### config.mk
export PLATFORM = sky130hd
export DESIGN_NAME = ffps_update
export DESIGN_NICKNAME = d
export VERILOG_FILES = /design/src/ffps_pkg.sv /design/src/ffps_update.sv
export VERILOG_INCLUDE_DIRS = /design/src /design/src/src
export SDC_FILE = /design/constraint.sdc
export NUM_CORES = 1
export LEC_CHECK = 0
export BUFFER_PORTS_ARGS = -buffer_cell sky130_fd_sc_hd__buf_2
export CAP_MARGIN = 20
export CORE_MARGIN = 4
export CORE_UTILIZATION = 50
export DETAILED_ROUTE_END_ITERATION = 10
export PLACE_DENSITY = 0.78
export SLEW_MARGIN = 20
export SYNTH_ARGS = -nofsm -noshare
export SYNTH_HDL_FRONTEND = slang
export SYNTH_SLANG_ARGS = --single-unit
### constraint.sdc
create_clock -name clock -period 21.4 [get_ports clock]
set_input_delay 2.14 -clock clock [delete_from_list [all_inputs] [get_ports clock]]
set_output_delay 2.14 -clock clock [all_outputs]
set_load 0.05 [all_outputs]
### src/farthest_first_pivot_select_defines.svh
// Assertion macros for the pivot select block.
`ifndef FARTHEST_FIRST_PIVOT_SELECT_DEFINES_SVH
`define FARTHEST_FIRST_PIVOT_SELECT_DEFINES_SVH

`ifndef NO_ASSERTIONS
`define FFPS_ASSERT_SAME(label, clk, rst, ante, cons, msg) \
   label: assert property (@(posedge clk) disable iff (rst) (ante) |-> (cons)) else $error(msg);
`define FFPS_ASSERT_NEXT(label, clk, rst, ante, cons, msg) \
   label: assert property (@(posedge clk) disable iff (rst) (ante) |=> (cons)) else $error(msg);
`else
`define FFPS_ASSERT_SAME(label, clk, rst, ante, cons, msg)
`define FFPS_ASSERT_NEXT(label, clk, rst, ante, cons, msg)
`endif

`endif

### src/ffps_pkg.sv
package ffps_pkg;

   localparam int MAX_OBJECTS = 4096;
   localparam int ADDR_W      = $clog2(MAX_OBJECTS);

   localparam int OBJ_W  = 12;
   localparam int DIST_W = 32;
   localparam int CNT_W  = 11;

   localparam int CSR_DATA_W = 12;
   localparam int CSR_IDX_W  = 1;

   localparam logic [CSR_IDX_W-1:0] CSR_PIVOT_COUNT = 1'd0;
   localparam logic [CSR_IDX_W-1:0] CSR_START_PIVOT = 1'd1;

   localparam logic [CNT_W-1:0] PIVOT_COUNT_RESET = 11'd30;
   localparam logic [OBJ_W-1:0] START_PIVOT_RESET = 12'd0;

   typedef struct packed {
      logic [OBJ_W-1:0]  object_index;
      logic [DIST_W-1:0] distance;
      logic              round_last;
   } req_word_type;

   typedef struct packed {
      logic [OBJ_W-1:0]  pivot_index;
      logic [DIST_W-1:0] pivot_distance;
      logic              found;
      logic              done_res;
   } rsp_word_type;

   typedef struct packed {
      logic              en;
      logic [ADDR_W-1:0] addr;
      logic [DIST_W-1:0] data;
   } dist_wr_type;

   typedef struct packed {
      logic              en;
      logic [ADDR_W-1:0] addr;
   } sel_wr_type;

endpackage

### src/ffps_update.sv
`include "farthest_first_pivot_select_defines.svh"

module ffps_update (
   input  logic                              clock,
   input  logic                              reset,
   input  logic                              s1_valid,
   input  ffps_pkg::req_word_type            s1_word,
   input  logic [ffps_pkg::DIST_W-1:0]       dist_q,
   input  logic                              sel_q,
   input  logic [ffps_pkg::CNT_W-1:0]        pivot_count,
   input  logic [ffps_pkg::OBJ_W-1:0]        start_pivot,
   output ffps_pkg::dist_wr_type             dist_wr,
   output ffps_pkg::sel_wr_type              sel_wr,
   output logic                              rsp_push,
   output ffps_pkg::rsp_word_type            rsp_push_word
);

   logic [ffps_pkg::DIST_W-1:0] best_dist_ff, best_dist_in;
   logic [ffps_pkg::OBJ_W-1:0]  best_obj_ff, best_obj_in;
   logic                        best_valid_ff, best_valid_in;
   logic [ffps_pkg::CNT_W-1:0]  chosen_ff, chosen_in;

   logic                        dfwd_valid_ff;
   logic [ffps_pkg::ADDR_W-1:0] dfwd_addr_ff;
   logic [ffps_pkg::DIST_W-1:0] dfwd_data_ff;
   logic                        sfwd_valid_ff;
   logic [ffps_pkg::ADDR_W-1:0] sfwd_addr_ff;

   logic [ffps_pkg::ADDR_W-1:0] addr;
   logic                        in_range;
   logic [ffps_pkg::DIST_W-1:0] mem_dist;
   logic                        mem_sel;
   logic                        active;
   logic                        round_end;
   logic [ffps_pkg::DIST_W-1:0] new_dist;
   logic                        taken;
   logic                        better;
   logic [ffps_pkg::DIST_W-1:0] cand_dist;
   logic [ffps_pkg::OBJ_W-1:0]  cand_obj;
   logic                        cand_valid;
   logic [ffps_pkg::CNT_W-1:0]  chosen_next;

   always_comb begin
      addr     = ffps_pkg::ADDR_W'(s1_word.object_index);
      in_range = 32'(s1_word.object_index) < 32'(ffps_pkg::MAX_OBJECTS);

      mem_dist = (dfwd_valid_ff && (dfwd_addr_ff == addr)) ? dfwd_data_ff : dist_q;
      mem_sel  = (sfwd_valid_ff && (sfwd_addr_ff == addr)) || sel_q;

      active    = s1_valid && (chosen_ff < pivot_count);
      round_end = active && s1_word.round_last;

      if (chosen_ff == ffps_pkg::CNT_W'(1)) begin
         new_dist = s1_word.distance;
      end else if (s1_word.distance < mem_dist) begin
         new_dist = s1_word.distance;
      end else begin
         new_dist = mem_dist;
      end

      taken  = mem_sel || (s1_word.object_index == start_pivot);
      better = active && in_range && !taken && (new_dist > best_dist_ff);

      cand_dist  = better ? new_dist : best_dist_ff;
      cand_obj   = better ? s1_word.object_index : best_obj_ff;
      cand_valid = better || best_valid_ff;

      chosen_next = ffps_pkg::CNT_W'(chosen_ff + ffps_pkg::CNT_W'(1));

      dist_wr.en   = active && in_range;
      dist_wr.addr = addr;
      dist_wr.data = new_dist;

      sel_wr.en   = round_end && cand_valid;
      sel_wr.addr = ffps_pkg::ADDR_W'(cand_obj);

      rsp_push                     = round_end;
      rsp_push_word.pivot_index    = cand_valid ? cand_obj : '0;
      rsp_push_word.pivot_distance = cand_valid ? cand_dist : '0;
      rsp_push_word.found          = cand_valid;
      rsp_push_word.done_res       = chosen_next >= pivot_count;

      if (round_end) begin
         best_dist_in  = '0;
         best_obj_in   = '0;
         best_valid_in = 1'b0;
         chosen_in     = chosen_next;
      end else begin
         best_dist_in  = cand_dist;
         best_obj_in   = cand_obj;
         best_valid_in = cand_valid;
         chosen_in     = chosen_ff;
      end
   end

   always_ff @(posedge clock) begin
      if (reset) begin
         best_dist_ff  <= '0;
         best_obj_ff   <= '0;
         best_valid_ff <= 1'b0;
         chosen_ff     <= ffps_pkg::CNT_W'(1);
         dfwd_valid_ff <= 1'b0;
         sfwd_valid_ff <= 1'b0;
      end else begin
         best_dist_ff  <= best_dist_in;
         best_obj_ff   <= best_obj_in;
         best_valid_ff <= best_valid_in;
         chosen_ff     <= chosen_in;
         dfwd_valid_ff <= dist_wr.en;
         sfwd_valid_ff <= sel_wr.en;
      end
      dfwd_addr_ff <= dist_wr.addr;
      dfwd_data_ff <= dist_wr.data;
      sfwd_addr_ff <= sel_wr.addr;
   end

   `FFPS_ASSERT_SAME(a_found_nonzero, clock, reset, rsp_push && rsp_push_word.found,
      rsp_push_word.pivot_distance != '0, "found pivot with zero distance")
   `FFPS_ASSERT_NEXT(a_best_cleared, clock, reset, round_end,
      !best_valid_ff && (best_dist_ff == '0), "best not cleared after round end")
   `FFPS_ASSERT_NEXT(a_chosen_monotonic, clock, reset, 1'b1,
      chosen_ff >= $past(chosen_ff), "pivot count went backwards")

endmodule

* Word-level counts from Yosys, hierarchy flattened
Cells that the tools add are included.
Storage, ports and cells: logic and storage cells 37, output and inout port bits 105, input bits 104, register bits after elaboration 114
Cells by class: eq/ne operators 4, reduce and logical (&&, ||, !) cells 12, add/sub/neg operators 1, muxes and demuxes 7, $lt $le $gt $ge 4
Operators by type and width (number):
- 32-bit 2-to-1 mux | 5
- 12-bit == test | 3
- 32-bit greater-than comparator | 1
- 32-bit < comparator | 1
- 12-bit 2-to-1 mux | 2
- 11-bit by 1-bit adder with 11-bit output, second input constant | 1
- 11-bit by 1-bit == test with 1-bit output, second input constant | 1
- 11-bit >= comparator | 1
- 11-bit < comparator | 1
- 1-bit logical AND | 7
- 1-bit logical OR | 3
- 2-bit OR reduction | 1
- 1-bit logical NOT | 1

* Depth between registers and ports, before layout
depth after elaboration 10, mapped depth 28, gate-level depth less buffers 22

* Worst setup path before layout
Ideal clock, no wire load.
path kind input -> output, start in s1_word[40] (netlist bit), end out sel_wr[12] (netlist bit), stages 27, buffers on the path 5, setup slack 10.096 ns, data required time 19.260 ns, arrival 9.164 ns, cells stage by stage clkbuf_1 xnor2_1 nand4_1 nor4_4 clkbuf_1 mux2i_1 ha_1 a21o_1 a211o_1 a41oi_1 o22ai_1 o31ai_2 clkbuf_1 nor2_1 a21oi_1 inv_1 ha_1 nand4_1 or3_1 or4_1 o21ai_0 a211o_1 o21a_1 clkbuf_1 nand2_1 clkbuf_1 a21oi_1
RTL lines:
- start: declaration | line ffps_update.sv:7 | input ffps_pkg::req_word_type s1_word,
- end: declaration | line ffps_update.sv:13 | output ffps_pkg::sel_wr_type sel_wr,

==> summary.md <==
| Metric | Value |
|---|---|
| RSZ-0062 raised after global routing | false |
| Layout cell share with drive strength beyond 1 | 25.1% |
| Global-route wire length before repair | 32600 um |
| M1 WL | 8840 um |
| Hold-fix buffers, CTS | 0 |
| Static Leak | 4.15 nW |
| GRT Overall Usage | 25.1% |
| Met3 routed WL | 1340 um |
| Synth Warn # | 0 |
| Clock transition at path regs | 0.05 ns |
| Final #Nets | 1174 |
| Cells after Synth | 806 |
| Vias per inst | 5.57 |
| Most frequent CP cell | buf_4 |
| Initial antenna violation count | 0 |
| Clk_lat worst skew | 0.42 ns |
| Diodes inserted | 0 |
| Total gr overflow | 0 |
| CP Depth | 27 |
| Async SR Flop Fraction | 0% |
| Max clock buf depth | 2 |
| Peak VDD IR | 0.0635 mV |
| Reg area | 2280 sq um |
| Critical path type | input port to output pin |
| I/O pin cnt | 209 |
| WL final | 20000 um |
| Kind of start point of the critical path | input port |
| Crit Path Max Fanout | 44 |
| Die width | 126 um |
| Buffers and inverters on the worst path | 6 |
| Register area share after synthesis | 32.8% |
| Multi-input logic area | 4130 sq um |
| Clock sinks | 114 |
| Core area | 13500 sq um |
| Met2 wire length | 9270 um |
| Area growth syn-to-layout | 23.7% |
| Max Used Layer | met4 |
| CP endpoint kind | output pin |
| CP max stage cell | o31ai_4 |
| Pwr Density | 88.4 nW/um^2 |
| Hold WC Path Type | register to register |
| WL/cell | 17.1 um |
| Worst Skew | 0.00861 ns |
| Library cells used by synthesis | 43 |
| Vias | 6523 |
| EDFF count, synth | 0 |
| Worst stage delay on the critical path | 0.69 ns |
| Worst Tran Pin Value | 0.928 ns |
| FILL cells | 1197 |
| Fin crit period | 12.44 ns |
| Largest net degree at the start of global routing | 45 |
| Final setup viols | 0 |
| Residual DRC | 0 |
| Synth Register Bits | 114 |
| Final period util | 58.2% |
| First DRT Iteration DRCs | 374 |
| ANT nets after route | 0 |
| Top-area cell type share of the netlist area | 32.8% |
| Max-cap violations | 0 |
| Status | finished clean |
| Final core occ | 64.0% |
| Fin. max-slew vios | 0 |
| Num CTS Buffers | 17 |
| Hpwl dp | 14900 um |
| Port bufs | 208 |
| Rel. slew slack | 37.9% |
| Vias in the first global route | 6624 |
| Die Area | 15900 sq um |
| Detailed Routing Iterations Pass 1 | 5 |
| Endpoints failing hold | 0 |
| Row Count | 42 |
| Htree depth | 4 |
| Setup repair bufs after CTS | 0 |
| Synth Net Count | 997 |
| Worst EP arrival | 10.30 ns |
| Setup TNS | 0 ns |
| WHS Path Cells | 2 |
| GP Congestion | 0.866 |
| Root buf cell | clkbuf_16 |
| Cell Area, Synth | 6960 sq um |
| FF-to-FF path depth | 24 |
| Initial Utilization | 51.8% |
| Critical path required time | 19.26 ns |
| Critical path's top delay family | compound AO/OA/AOI/OAI gates |
| CTS tree | yes |
| Top FF cell, synth | dfxtp_1 |
| Mean Syn Cell Area | 8.64 sq um |
| Largest cells by area after synthesis | dfxtp_1 (33%), ha_1 (16%), a21oi_1 (4.8%), mux2i_1 (4.7%), inv_1 (4.4%) |
| Tot Pwr | 0.762 mW |
| PostCTS Resize Cnt | 0 |
| Largest area contributor in the synthesized netlist | dfxtp_1 |
| Highest Clock Rate | 80.4 MHz |
| Die span in y | 126 um |
[worst paths after layout]
path | slack [ns] | to | from
hold reg to reg | 0.50 | best_dist_ff[0] | best_dist_ff[0]
setup reg to reg | 13.60 | sfwd_valid_ff | dfwd_addr_ff[0]
setup / recovery | 8.96 | rsp_push_word[2] | s1_word[33]
hold / removal | 0.50 | best_dist_ff[0] | best_dist_ff[0]
[cell usage in the layout, fill, tap and decap left out, drive strengths merged, types with 2 or more instances in the layout]
| cell type | instances |
|---|---|
| a2111oi | 2 |
| nor3 | 5 |
| o21ai | 30 |
| nand2 | 29 |
| xor2 | 30 |
| a21o | 13 |
| nand4b | 3 |
| clkbuf | 20 |
| o22ai | 33 |
| a22o | 12 |
| ha | 87 |
| clkinvlp | 3 |
| o21a | 10 |
| clkinv | 8 |
| buf | 216 |
| o2bb2ai | 33 |
| bufinv | 2 |
| nor2 | 55 |
| nand3 | 22 |
| and3 | 14 |
| nand4 | 14 |
| a211oi | 4 |
| nand2b | 4 |
| nor2b | 2 |
| nor4 | 10 |
| a211o | 3 |
| mux2i | 33 |
| dfxtp | 114 |
| a21oi | 67 |
| xnor2 | 25 |
| inv | 81 |
[metal layers]
metal,global-route usage [%],vias to the layer above
met5,0,-
met4,11.2,0
li1,-,3220
met1,32.5,2987
met3,5.63,54
met2,40.1,262
[worst reg2reg max path, stage by stage, from the launching register on]
cell and delay [ns]:
dfxtp_1 0.30, xnor2_1 0.18, nand3_1 0.19, nor4_4 0.24, buf_4 0.51, mux2i_1 0.33, ha_1 0.29, a21o_1 0.16
a211o_1 0.28, a41oi_1 0.17, o22ai_1 0.19, o31ai_4 0.69, buf_4 0.50, nor2_1 0.11, a21oi_1 0.27, inv_1 0.14
ha_1 0.32, nand4_1 0.11, or3_1 0.44, nor4_1 0.47, nand2_1 0.10, a21oi_1 0.24, o21a_1 0.58, nand2_1 0.52
a211oi_1 0.37
[registers in the layout (all words and copies together), names as in the netlist]
name and count:
chosen_ff 11, best_valid_ff 1, dfwd_valid_ff 1, dfwd_addr_ff 12
best_dist_ff 32, dfwd_data_ff 32, sfwd_valid_ff 1, sfwd_addr_ff 12
best_obj_ff 12
[report_power, final]
group | internal, mW | leakage [nW] | switching, mW
sequential | 0.231 | 0.941 | 0.00742
combinational | 0.0685 | 2.94 | 0.179
clock | 0.171 | 0.270 | 0.105
total | 0.471 | 4.15 | 0.291
[stage by stage]
stage | setup WS [ns] | cell area, sq um | hold WS (ns) | cells
3_5_place_dp | 9.06 | 8040 | 0.487 | 1140
3_3_place_gp | 9.30 | 8040 | 0.484 | 1140
6_report | 8.96 | 8610 | 0.495 | 1172
2_1_floorplan | 10.10 | 6960 | 0.469 | 806
4_1_cts | 9.00 | 8610 | 0.495 | 1172
5_1_grt | 8.32 | 8610 | 0.522 | 1172
[synth_stat cells (all sizes together) (3+ instances only)]
master / count
ha: 87
o2bb2ai: 33
nor2: 55
mux2i: 33
a211oi: 4
a22o: 12
o21a: 10
nand2: 29
a21oi: 67
dfxtp: 114
a211o: 3
o22ai: 33
nand3: 22
clkbuf: 44
nor3: 5
and3: 14
xnor2: 25
inv: 81
nand4: 14
o21ai: 30
a21o: 13
nand2b: 4
buf: 14
nand4b: 3
nor4: 10
xor2: 30
[cells by family after synthesis]
logic type	share of synthesized area, %
mux	4.74
flops	32.8
xor+xnor	6.92
fa+ha+maj	15.6
simple gates	11.3
compound gates	20.3
buf+inv	8.30
[final cells by class]
type,instances,area share [%]
timing repair buffer,216,12.8
clock inverter,12,1.58
sequential,114,26.5
multi-input combinational,552,47.9
inverter,82,3.57
clock buffer,20,5.07
tap,176,2.56
Power figures use the tool's default switching activity.
