===== src/farthest_first_pivot_select_defines.svh =====
// Assertion macros for the pivot select block.
`ifndef FARTHEST_FIRST_PIVOT_SELECT_DEFINES_SVH
`define FARTHEST_FIRST_PIVOT_SELECT_DEFINES_SVH

`ifndef NO_ASSERTIONS
`define FFPS_ASSERT_SAME(label, clk, rst, ante, cons, msg) \
   label: assert property (@(posedge clk) disable iff (rst) (ante) |-> (cons)) else $error(msg);
`define FFPS_ASSERT_NEXT(label, clk, rst, ante, cons, msg) \
   label: assert property (@(posedge clk) disable iff (rst) (ante) |=> (cons)) else $error(msg);
`else
`define FFPS_ASSERT_SAME(label, clk, rst, ante, cons, msg)
`define FFPS_ASSERT_NEXT(label, clk, rst, ante, cons, msg)
`endif

`endif


===== src/ffps_pkg.sv =====
package ffps_pkg;

   localparam int MAX_OBJECTS = 4096;
   localparam int ADDR_W      = $clog2(MAX_OBJECTS);

   localparam int OBJ_W  = 12;
   localparam int DIST_W = 32;
   localparam int CNT_W  = 11;

   localparam int CSR_DATA_W = 12;
   localparam int CSR_IDX_W  = 1;

   localparam logic [CSR_IDX_W-1:0] CSR_PIVOT_COUNT = 1'd0;
   localparam logic [CSR_IDX_W-1:0] CSR_START_PIVOT = 1'd1;

   localparam logic [CNT_W-1:0] PIVOT_COUNT_RESET = 11'd30;
   localparam logic [OBJ_W-1:0] START_PIVOT_RESET = 12'd0;

   typedef struct packed {
      logic [OBJ_W-1:0]  object_index;
      logic [DIST_W-1:0] distance;
      logic              round_last;
   } req_word_type;

   typedef struct packed {
      logic [OBJ_W-1:0]  pivot_index;
      logic [DIST_W-1:0] pivot_distance;
      logic              found;
      logic              done_res;
   } rsp_word_type;

   typedef struct packed {
      logic              en;
      logic [ADDR_W-1:0] addr;
      logic [DIST_W-1:0] data;
   } dist_wr_type;

   typedef struct packed {
      logic              en;
      logic [ADDR_W-1:0] addr;
   } sel_wr_type;

endpackage


===== src/ffps_out_fifo.sv =====
`include "farthest_first_pivot_select_defines.svh"

module ffps_out_fifo (
   input  logic                   clock,
   input  logic                   reset,
   input  logic                   push,
   input  ffps_pkg::rsp_word_type push_word,
   input  logic                   pop,
   output logic                   rsp_valid,
   output ffps_pkg::rsp_word_type rsp_word,
   output logic [1:0]             level
);

   ffps_pkg::rsp_word_type head_ff, head_in;
   ffps_pkg::rsp_word_type skid_ff, skid_in;
   logic [1:0]             level_ff, level_in;

   always_comb begin
      head_in  = head_ff;
      skid_in  = skid_ff;
      level_in = level_ff;
      case ({push, pop})
         2'b10: begin
            if (level_ff == 2'd0) begin
               head_in = push_word;
            end else begin
               skid_in = push_word;
            end
            level_in = level_ff + 2'd1;
         end
         2'b01: begin
            head_in  = skid_ff;
            level_in = level_ff - 2'd1;
         end
         2'b11: begin
            if (level_ff == 2'd1) begin
               head_in = push_word;
            end else begin
               head_in = skid_ff;
               skid_in = push_word;
            end
         end
         default: begin
         end
      endcase
   end

   always_ff @(posedge clock) begin
      if (reset) begin
         level_ff <= 2'd0;
      end else begin
         level_ff <= level_in;
      end
      head_ff <= head_in;
      skid_ff <= skid_in;
   end

   assign rsp_valid = level_ff != 2'd0;
   assign rsp_word  = head_ff;
   assign level     = level_ff;

   `FFPS_ASSERT_SAME(a_no_overflow, clock, reset, push && !pop,
      level_ff != 2'd2, "push into full output buffer")
   `FFPS_ASSERT_SAME(a_pop_has_word, clock, reset, pop && (level_ff == 2'd1) && !push,
      level_in == 2'd0, "output buffer level lost track")

endmodule

===== config.mk =====
export PLATFORM = sky130hd
export DESIGN_NAME = ffps_out_fifo
export DESIGN_NICKNAME = d
export VERILOG_FILES = /design/src/ffps_pkg.sv /design/src/ffps_out_fifo.sv
export VERILOG_INCLUDE_DIRS = /design/src /design/src/src
export SDC_FILE = /design/constraint.sdc
export NUM_CORES = 1
export LEC_CHECK = 0
export BUFFER_PORTS_ARGS = -buffer_cell sky130_fd_sc_hd__buf_2
export CORE_MARGIN = 2
export CORE_UTILIZATION = 55
export CTS_BUF_LIST = sky130_fd_sc_hd__clkbuf_8
export CTS_CLUSTER_SIZE = 14
export DETAILED_ROUTE_END_ITERATION = 7
export GPL_TIMING_DRIVEN = 0
export HOLD_SLACK_MARGIN = 0.05
export PLACE_DENSITY_LB_ADDON = 0.1
export SYNTH_ARGS = -nofsm -noshare
export SYNTH_HDL_FRONTEND = slang
export SYNTH_SLANG_ARGS = --single-unit

===== constraint.sdc =====
create_clock -name clock -period 4 [get_ports clock]
set_input_delay 0.6 -clock clock [delete_from_list [all_inputs] [get_ports clock]]
set_output_delay 0.6 -clock clock [all_outputs]
set_load 0.03 [all_outputs]

## Word level (Yosys, flattened, before mapping)

Index checks and enable logic that the tools add are counted.

- Mux-type cells: 7
- Reduce and logical (&&, ||, !) cells: 7
- $add $sub $neg: 2
- Eq/ne operators: 7

Operators with widths:

| cell | count |
|---|---|
| two-way mux 46 bit | 4 |
| case mux 46 bit (3 select lines) | 1 |
| case mux 46 bit (2 select lines) | 1 |
| inequality test 2 bit, second input constant | 3 |
| nonzero test 2 bit | 3 |
| equality test 2 x 1 -> 1 bit, second input constant | 2 |
| equality test 2 bit, second input constant | 2 |
| case mux 2 bit (2 select lines) | 1 |
| AND reduction 3 bit | 1 |
| nonzero test 3 bit | 1 |
| adder 2 x 1 -> 2 bit, second input constant | 1 |
| logical NOT 2 bit | 1 |
| AND reduction 2 bit | 1 |
| subtractor 2 x 1 -> 2 bit, second input constant | 1 |

- Output and inout port bits: 49
- Flip-flop bits (word level): 94
- Word-level logic and storage cells: 32
- Input bits: 50

## Logic depth before layout (Yosys ltp)

Gate-level depths: netlist (run 1).

- Depth in word-level cells: 3
- Mapped depth: 6
- Depth with buffers taken out: 4

## Least setup slack after synthesis (run 1)

Ideal clock, no wire load.

- Kind: input-to-reg
- Start point: input port pop
- End point: register head_ff, in the netlist rsp_word[0] (enable)
- Arrival: 3.119 ns
- Stages: 3
- Setup time: 0.465 ns
- Path buffers: 0
- Path slack: 0.416 ns
- Required time: 3.535 ns
- Cells stage by stage: inv_1 ha_1 a21oi_1

- Cells in the longest elaborated chain, start to end: 3
- Elaborated cells on any way between the ends: 6
- Those cells by class: eq/ne: 4; reduce/logical: 2

RTL lines:

| what | RTL line | source |
|---|---|---|
| start: declaration | ffps_out_fifo.sv:8 | `input logic pop,` |
| equality test 2 bit / equality test 2 x 1 -> 1 bit (equally long branches) | ffps_out_fifo.sv:22 | `case ({push, pop})` |
| inequality test 2 bit (no line) / nonzero test 3 bit (equally long branches) | - |  |
| AND reduction 2 bit (no line) (*) | - |  |
| end signal: assignment | ffps_out_fifo.sv:54 | `head_ff <= head_in;` |
| end: declaration | ffps_out_fifo.sv:14 | `ffps_pkg::rsp_word_type head_ff, head_in;` |

Mark *: on every way between the ends. The rest lies on a longest branch, timed or not.
A chain may end at the register's enable or synchronous reset.

## Worst setup path after layout (run 1)

- Start point: register level_ff[1] (netlist: level[1])
- End point: register skid_ff[21] in the netlist's numbering (enable)

- Cells in the longest elaborated chain, start to end: 3
- Elaborated cells on any way between the ends: 5
- Those cells by class: eq/ne: 3; reduce/logical: 2

RTL lines:

| what | RTL line | source |
|---|---|---|
| start: declaration | ffps_out_fifo.sv:16 | `logic [1:0] level_ff, level_in;` |
| start signal: assignment | ffps_out_fifo.sv:52 | `level_ff <= level_in;` |
| equality test 2 x 1 -> 1 bit / logical NOT 2 bit (equally long branches) | ffps_out_fifo.sv:36, ffps_out_fifo.sv:24 |  |
| inequality test 2 bit (no line) | - |  |
| AND reduction 3 bit (no line) (*) | - |  |
| end signal: assignment | ffps_out_fifo.sv:55 | `skid_ff <= skid_in;` |
| end: declaration | ffps_out_fifo.sv:15 | `ffps_pkg::rsp_word_type skid_ff, skid_in;` |

Marked as above.

==> impl_metrics.py, run 1 <==
metrics = {
    "timing": {
        "final-setup-viol-count": 0,
        "setup-tns-final_ns": 0,
        "maxSlewHeadroom": 0.567,
        "timing.final.crit_share": 0.554,
        "slew_viol_final": 0,
        "clock_skew_ns": 0.00983,
        "rsz0062_at_grt": "false",
        "hold_violations": 0,
        "fmax_mhz": 451,
        "post-route-min-period_ns": 2.22,
        "tightestPinTransition_ns": 0.649,
    },
    "detailed_routing": {
        "drc": 0,
        "ant_nets": 0,
        "drt_iter0_markers": 173,
        "wl_per_cell_um": 18.1,
        "dr.pass1.iters": 4,
        "vias": 2761,
        "viasPerCell": 5.63,
        "drt_wl_total_um": 8860,
    },
    "status": {
        "status": "finished clean",
    },
    "yosys": {
        "syn-num-nets": 329,
        "synth_cell_type_count": 20,
        "synth-main-ff-cell": "edfxtp_1",
        "synth-seq-area-share": 0.624,
        "syn_inst": 272,
        "synth_edf_count": 92,
        "ys_warn_count": 0,
        "synth_seq_cells": 94,
        "async_flop_share": 0,
        "syn_area_per_cell_um2": 16.5,
        "synth.largest_area_cell": "edfxtp_1",
        "synthesis.area_mm2": 0.00449,
        "ys_top_cells_by_area": "edfxtp_1 61%, mux2_4 13%, a221o_1 10%",
        "yosys.area.top_type_share": 0.615,
    },
    "clock_tree": {
        "numCtsBuffers": 9,
        "postCtsSetupRepairBufs": 0,
        "cts_tree": "built",
        "cts-root-buf": "clkbuf_8",
        "clkSinkCount": 94,
        "cts_resized": 0,
        "cts_buffer_depth": 2,
        "insertion_delay_ns": 0.36,
        "clk_pin_slew_ns": 0.09,
        "cts_hold_buffers": 0,
        "htreeDepth": 3,
    },
    "critical_path": {
        "worstPathArrival_ns": 2.27,
        "required_ns": 4.06,
        "crit_path_top_delay_cell": "o21a_2",
        "reg2reg_depth": 6,
        "reg2reg_setup_slack_ns": 1.78,
        "slowest_delay_ns": 0.53,
        "path_cells": "inv_1, ha_1, buf_6, a22oi_1, o21a_2, buf_12",
        "crit_path_max_fanout": 26,
        "rr_endpoint": "skid_ff[21]",
        "crit_path_start_kind": "flop",
        "path_class": "flop to flop",
        "r2r_start": "level[1]",
        "cp-end-kind": "flop",
    },
    "die": {
        "core_area_mm2": 0.00781,
        "pin_count": 99,
        "dieHeight_um": 94.4,
        "dieArea_mm2": 0.00891,
        "initial_core_util": 0.575,
        "dieWidth_um": 94.4,
        "row_count": 32,
    },
    "placed_design": {
        "placed_area_mm2": 0.00520,
        "dp_hpwl_um": 6200,
        "port_buffers": 98,
        "dp.cells": 475,
        "gp_congestion": 0.770,
    },
    "hold_path": {
        "worstHoldPathCells": 2,
        "hold_path_end": "level[0]",
        "worstHoldStart": "reset",
        "hp-class": "primary input to flop",
    },
    "layout": {
        "final_nets": 441,
        "final_cells": 490,
        "finish.utilization": 0.687,
        "design_area_mm2": 0.00536,
        "fill_cells": 584,
        "drive_above_1_share": 0.456,
        "area_delta_synth_final_pct": 19.4,
        "antenna_cells": 0,
    },
    "power_and_ir_drop": {
        "switchingPower_mw": 0.720,
        "ir_drop_v": 0.000247,
        "p_total_mw": 2.43,
        "p_seq_frac": 0.516,
        "combPwrFrac": 0.257,
        "clkPwrFrac": 0.226,
        "p_int_mw": 1.71,
        "switching_share": 0.296,
        "powerDensity_mw_per_mm2": 453,
        "p_leak_nw": 2.19,
    },
    "global_routing": {
        "antenna_found_initial": 0,
        "grt_pass1_wl_um": 13600,
        "first_global_vias": 2704,
        "overflow": 0,
        "grt_use_total": 0.205,
        "grt_max_degree": 27,
    },
    "flow_run": {
        "drv_cap": 0,
    },
}
[cells in the mapped netlist (2+ instances only)]
master    number
buf_6          4
ha_1           7
nor2_1         2
dfxtp_1        2
a221o_1       46
mux2_2         7
edfxtp_1      92
clkbuf_1       5
mux2_4        39
buf_2          8
xnor2_1        2
inv_1          5
and2_1        46
[cell usage in the layout (no fill, tap or decap), types with 4 or more instances in the layout]
cell type / count
mux2_2: 7
a221o_1: 46
ha_1: 7
clkbuf_8: 9
inv_1: 6
buf_6: 4
buf_2: 106
and2_1: 46
mux2_4: 39
clkbuf_1: 5
edfxtp_1: 92
[stage by stage]
step                      setup slack [ns]  hold slack [ns]
after floorplan                      0.416            0.612
after global placement              -0.887            0.497
after detailed placement              1.41            0.522
after CTS                             1.76            0.403
after global routing                  1.64            0.426
final                                 1.78            0.418
[kinds of logic after synthesis]
group / share of synthesized area
XOR/XNOR: 0.00390
AO/OA/AOI/OAI: 0.109
AND/OR/NAND/NOR: 0.0671
flip-flops: 0.624
multiplexers: 0.148
adder cells (fa/ha/maj): 0.0195
buffers and inverters: 0.0292
[metal layers]
layer  part of all wire  routed length, µm  global-route usage
met5                  0                  0                   0
met4              0.016                141              0.0797
met3              0.051                455              0.0343
met2               0.50               4400               0.332
met1               0.44               3860               0.280
[sequential cells by signal (all words and copies together), names as in the netlist]
signal	flops
level	2
rsp_word	46
skid_ff	46
[critical path, delay by kind of cell (launching register included)]
family	cells	cell delay, ns
flip-flops	1	0.37
buffers and inverters	3	0.55
adder cells (fa/ha/maj)	1	0.28
AO/OA/AOI/OAI	2	0.70
[power by group through the flow]
| stage | registers (mW) | logic, mW | clock network (mW) |
|---|---|---|---|
| floorplan | 1.42 | 0.303 | 0 |
| global placement | 1.28 | 0.594 | 0 |
| detailed placement | 1.28 | 0.631 | 0 |
| CTS | 1.26 | 0.632 | 0.562 |
| global route | 1.27 | 0.667 | 0.603 |
| finish | 1.25 | 0.626 | 0.550 |
[worst max-delay path by stage]
stage                        start           end  slack, ns  depth (start not counted)
after floorplan                pop   rsp_word[0]       0.42                          3
after global placement         pop  rsp_word[19]      -0.89                          4
after detailed placement      push   skid_ff[17]       1.41                          6
after CTS                 level[1]   skid_ff[21]       1.76                          6
after global routing      level[1]   skid_ff[12]       1.64                          6
final                     level[1]   skid_ff[21]       1.78                          6
[final cells by class]
cell class,instances,area (µm²),area share
timing repair buffer,101,566,0.105
clock inverter,6,41.3,0.00770
clock buffer,9,124,0.0231
buffer,19,113,0.0210
sequential,94,2800,0.523
multi-input combinational,154,1570,0.293
inverter,5,18.8,0.00350
tap,102,128,0.0238
No activity file was read; power rests on OpenSTA's default activity.
==> run 2: changes to the inputs <==
Clock period 4 ns to 2.26 ns, I/O delays scaled along.
==> impl_metrics.py, run 2 (synthesized netlist as in run 1, its figures left out) <==
metrics = {
    "status": {
        "status": "finished clean",
    },
    "clock_tree": {
        "cts_tree": "built",
        "clkSinkCount": 94,
        "clk_pin_slew_ns": 0.09,
        "numCtsBuffers": 9,
        "htreeDepth": 3,
        "cts_buffer_depth": 2,
        "cts-root-buf": "clkbuf_8",
        "insertion_delay_ns": 0.36,
    },
    "global_routing": {
        "first_global_vias": 2867,
        "grt_use_total": 0.214,
        "overflow": 0,
        "grt_max_degree": 47,
        "antenna_found_initial": 0,
        "grt_pass1_wl_um": 14200,
    },
    "layout": {
        "multi_input_area_mm2": 0.00159,
        "regArea_mm2": 0.00280,
        "area_delta_synth_final_pct": 20.3,
        "final_cell_mix": "106 x buf_2, 92 x edfxtp_1, 46 x and2_1, 46 x a221o_1, 39 x mux2_4",
        "drive_above_1_share": 0.452,
        "antenna_cells": 0,
        "final_nets": 441,
        "fill_cells": 563,
        "mostFrequentLayoutCell": "buf_2",
    },
    "placed_design": {
        "gp_congestion": 0.746,
        "port_buffers": 98,
        "place_ws_ns": -0.0454,
        "dp_hpwl_um": 5990,
    },
    "critical_path": {
        "slowest_delay_ns": 0.41,
        "crit_path_start_kind": "flop",
        "rr_endpoint": "skid_ff[20]",
        "crit_path_max_fanout": 23,
        "reg2reg_setup_slack_ns": 0.27,
        "path_buf_inv": 2,
        "path_class": "flop to flop",
        "path_cells": "inv_1, ha_1, buf_6, a22oi_1, o21a_4",
        "worstPathArrival_ns": 2.01,
        "crit_cells": 5,
        "required_ns": 2.28,
        "cp_top_family": "compound AO/OA/AOI/OAI gates",
        "crit_path_top_delay_cell": "o21a_4",
        "reg2reg_depth": 5,
        "cp-end-kind": "flop",
        "r2r_start": "level[1]",
    },
    "power_and_ir_drop": {
        "p_seq_frac": 0.493,
        "combPwrFrac": 0.246,
        "p_total_mw": 4.51,
        "switchingPower_mw": 1.27,
        "clkPwrFrac": 0.260,
        "p_int_mw": 3.24,
        "switching_share": 0.281,
        "ir_drop_v": 0.000360,
        "p_leak_nw": 2.21,
        "powerDensity_mw_per_mm2": 834,
    },
    "detailed_routing": {
        "drt_iter0_markers": 117,
        "wl_per_cell_um": 18.5,
        "viasPerCell": 5.76,
        "drt_wl_total_um": 9080,
        "dr.pass1.iters": 4,
        "drc": 0,
        "vias": 2827,
        "ant_nets": 0,
    },
    "timing": {
        "post-route-min-period_ns": 1.99,
        "maxSlewHeadroom": 0.596,
        "fmax_mhz": 502,
        "timing.final.crit_share": 0.881,
        "hold_violations": 0,
        "layout_setup_ws_ns": 0.269,
        "rsz0062_at_grt": "false",
        "slew_viol_final": 0,
        "final-setup-viol-count": 0,
        "tightestPinTransition_ns": 0.606,
        "clock_skew_ns": 0.0103,
    },
    "hold_path": {
        "worstHoldPathCells": 2,
        "hp-class": "primary input to flop",
        "hold_path_end": "level[0]",
        "worstHoldStart": "reset",
    },
    "die": {
        "dieWidth_um": 94.4,
        "row_count": 32,
        "initial_core_util": 0.575,
        "core_area_mm2": 0.00781,
        "pin_count": 99,
        "dieArea_mm2": 0.00891,
        "dieHeight_um": 94.4,
    },
    "flow_run": {
        "drv_cap": 0,
    },
}
[run 2: per-layer routing]
layer | share of wire | routed length, µm | global-route usage | vias to the layer above
li1 | - | - | - | 1313
met1 | 0.41 | 3750 | 0.272 | 1399
met2 | 0.50 | 4550 | 0.349 | 107
met3 | 0.071 | 648 | 0.0615 | 8
met4 | 0.014 | 131 | 0.0809 | 0
met5 | 0 | 0 | 0 | -
[run 2: area by class of cell]
class,count,share of cell area
Multi-Input combinational cell,155,0.295
Inverter,5,0.00347
Sequential cell,94,0.519
Tap cell,102,0.0236
Timing Repair Buffer,100,0.101
Buffer,19,0.0208
Clock inverter,7,0.0150
Clock buffer,9,0.0229
[run 2: what timing repair did]
| action | 4_1_cts | 5_1_grt |
|---|---|---|
| resized for setup | 0 | 1 |
| hold buffers | 0 | 0 |
| setup buffers | 0 | 0 |
| endpoints found under the setup margin | 0 | 46 |
[run 2: per-stage QoR]
| stage | hold slack [ns] | std cells | utilization | setup TNS (ns) | instance area (µm²) |
|---|---|---|---|---|---|
| after floorplan | 0.411 | 272 | - | 0 | 4510 |
| after global placement | 0.499 | 472 | 0.657 | -7.23 | 5130 |
| after detailed placement | 0.526 | 474 | 0.664 | -1.99 | 5180 |
| after CTS | 0.135 | 490 | 0.690 | 0 | 5390 |
| after global routing | 0.145 | 491 | 0.692 | 0 | 5410 |
| final | 0.157 | 491 | 0.692 | 0 | 5410 |
[run 2: power groups by stage]
| stage | Sequential [mW] | Combinational, mW | Clock (mW) |
|---|---|---|---|
| 6_report | 2.22 | 1.11 | 1.17 |
| 5_1_grt | 2.25 | 1.18 | 1.27 |
| 4_1_cts | 2.23 | 1.12 | 1.20 |
| 3_5_place_dp | 2.26 | 1.11 | 0 |
| 3_3_place_gp | 2.26 | 1.06 | 0 |
| 2_1_floorplan | 2.51 | 0.545 | 0 |
[run 2: how the worst max path moves through the flow]
stage | endpoint | start
after global routing | skid_ff[20] | level[1]
after floorplan | rsp_word[0] | level[1]
after global placement | rsp_word[16] | pop
after CTS | skid_ff[20] | level[1]
after detailed placement | skid_ff[16] | push
final | skid_ff[20] | level[1]
[run 2: worst register-to-register path, stage by stage (launching register included)]
cell	delay [ns]
dfxtp_1	0.36
inv_1	0.08
ha_1	0.28
buf_6	0.20
a22oi_1	0.31
o21a_4	0.42
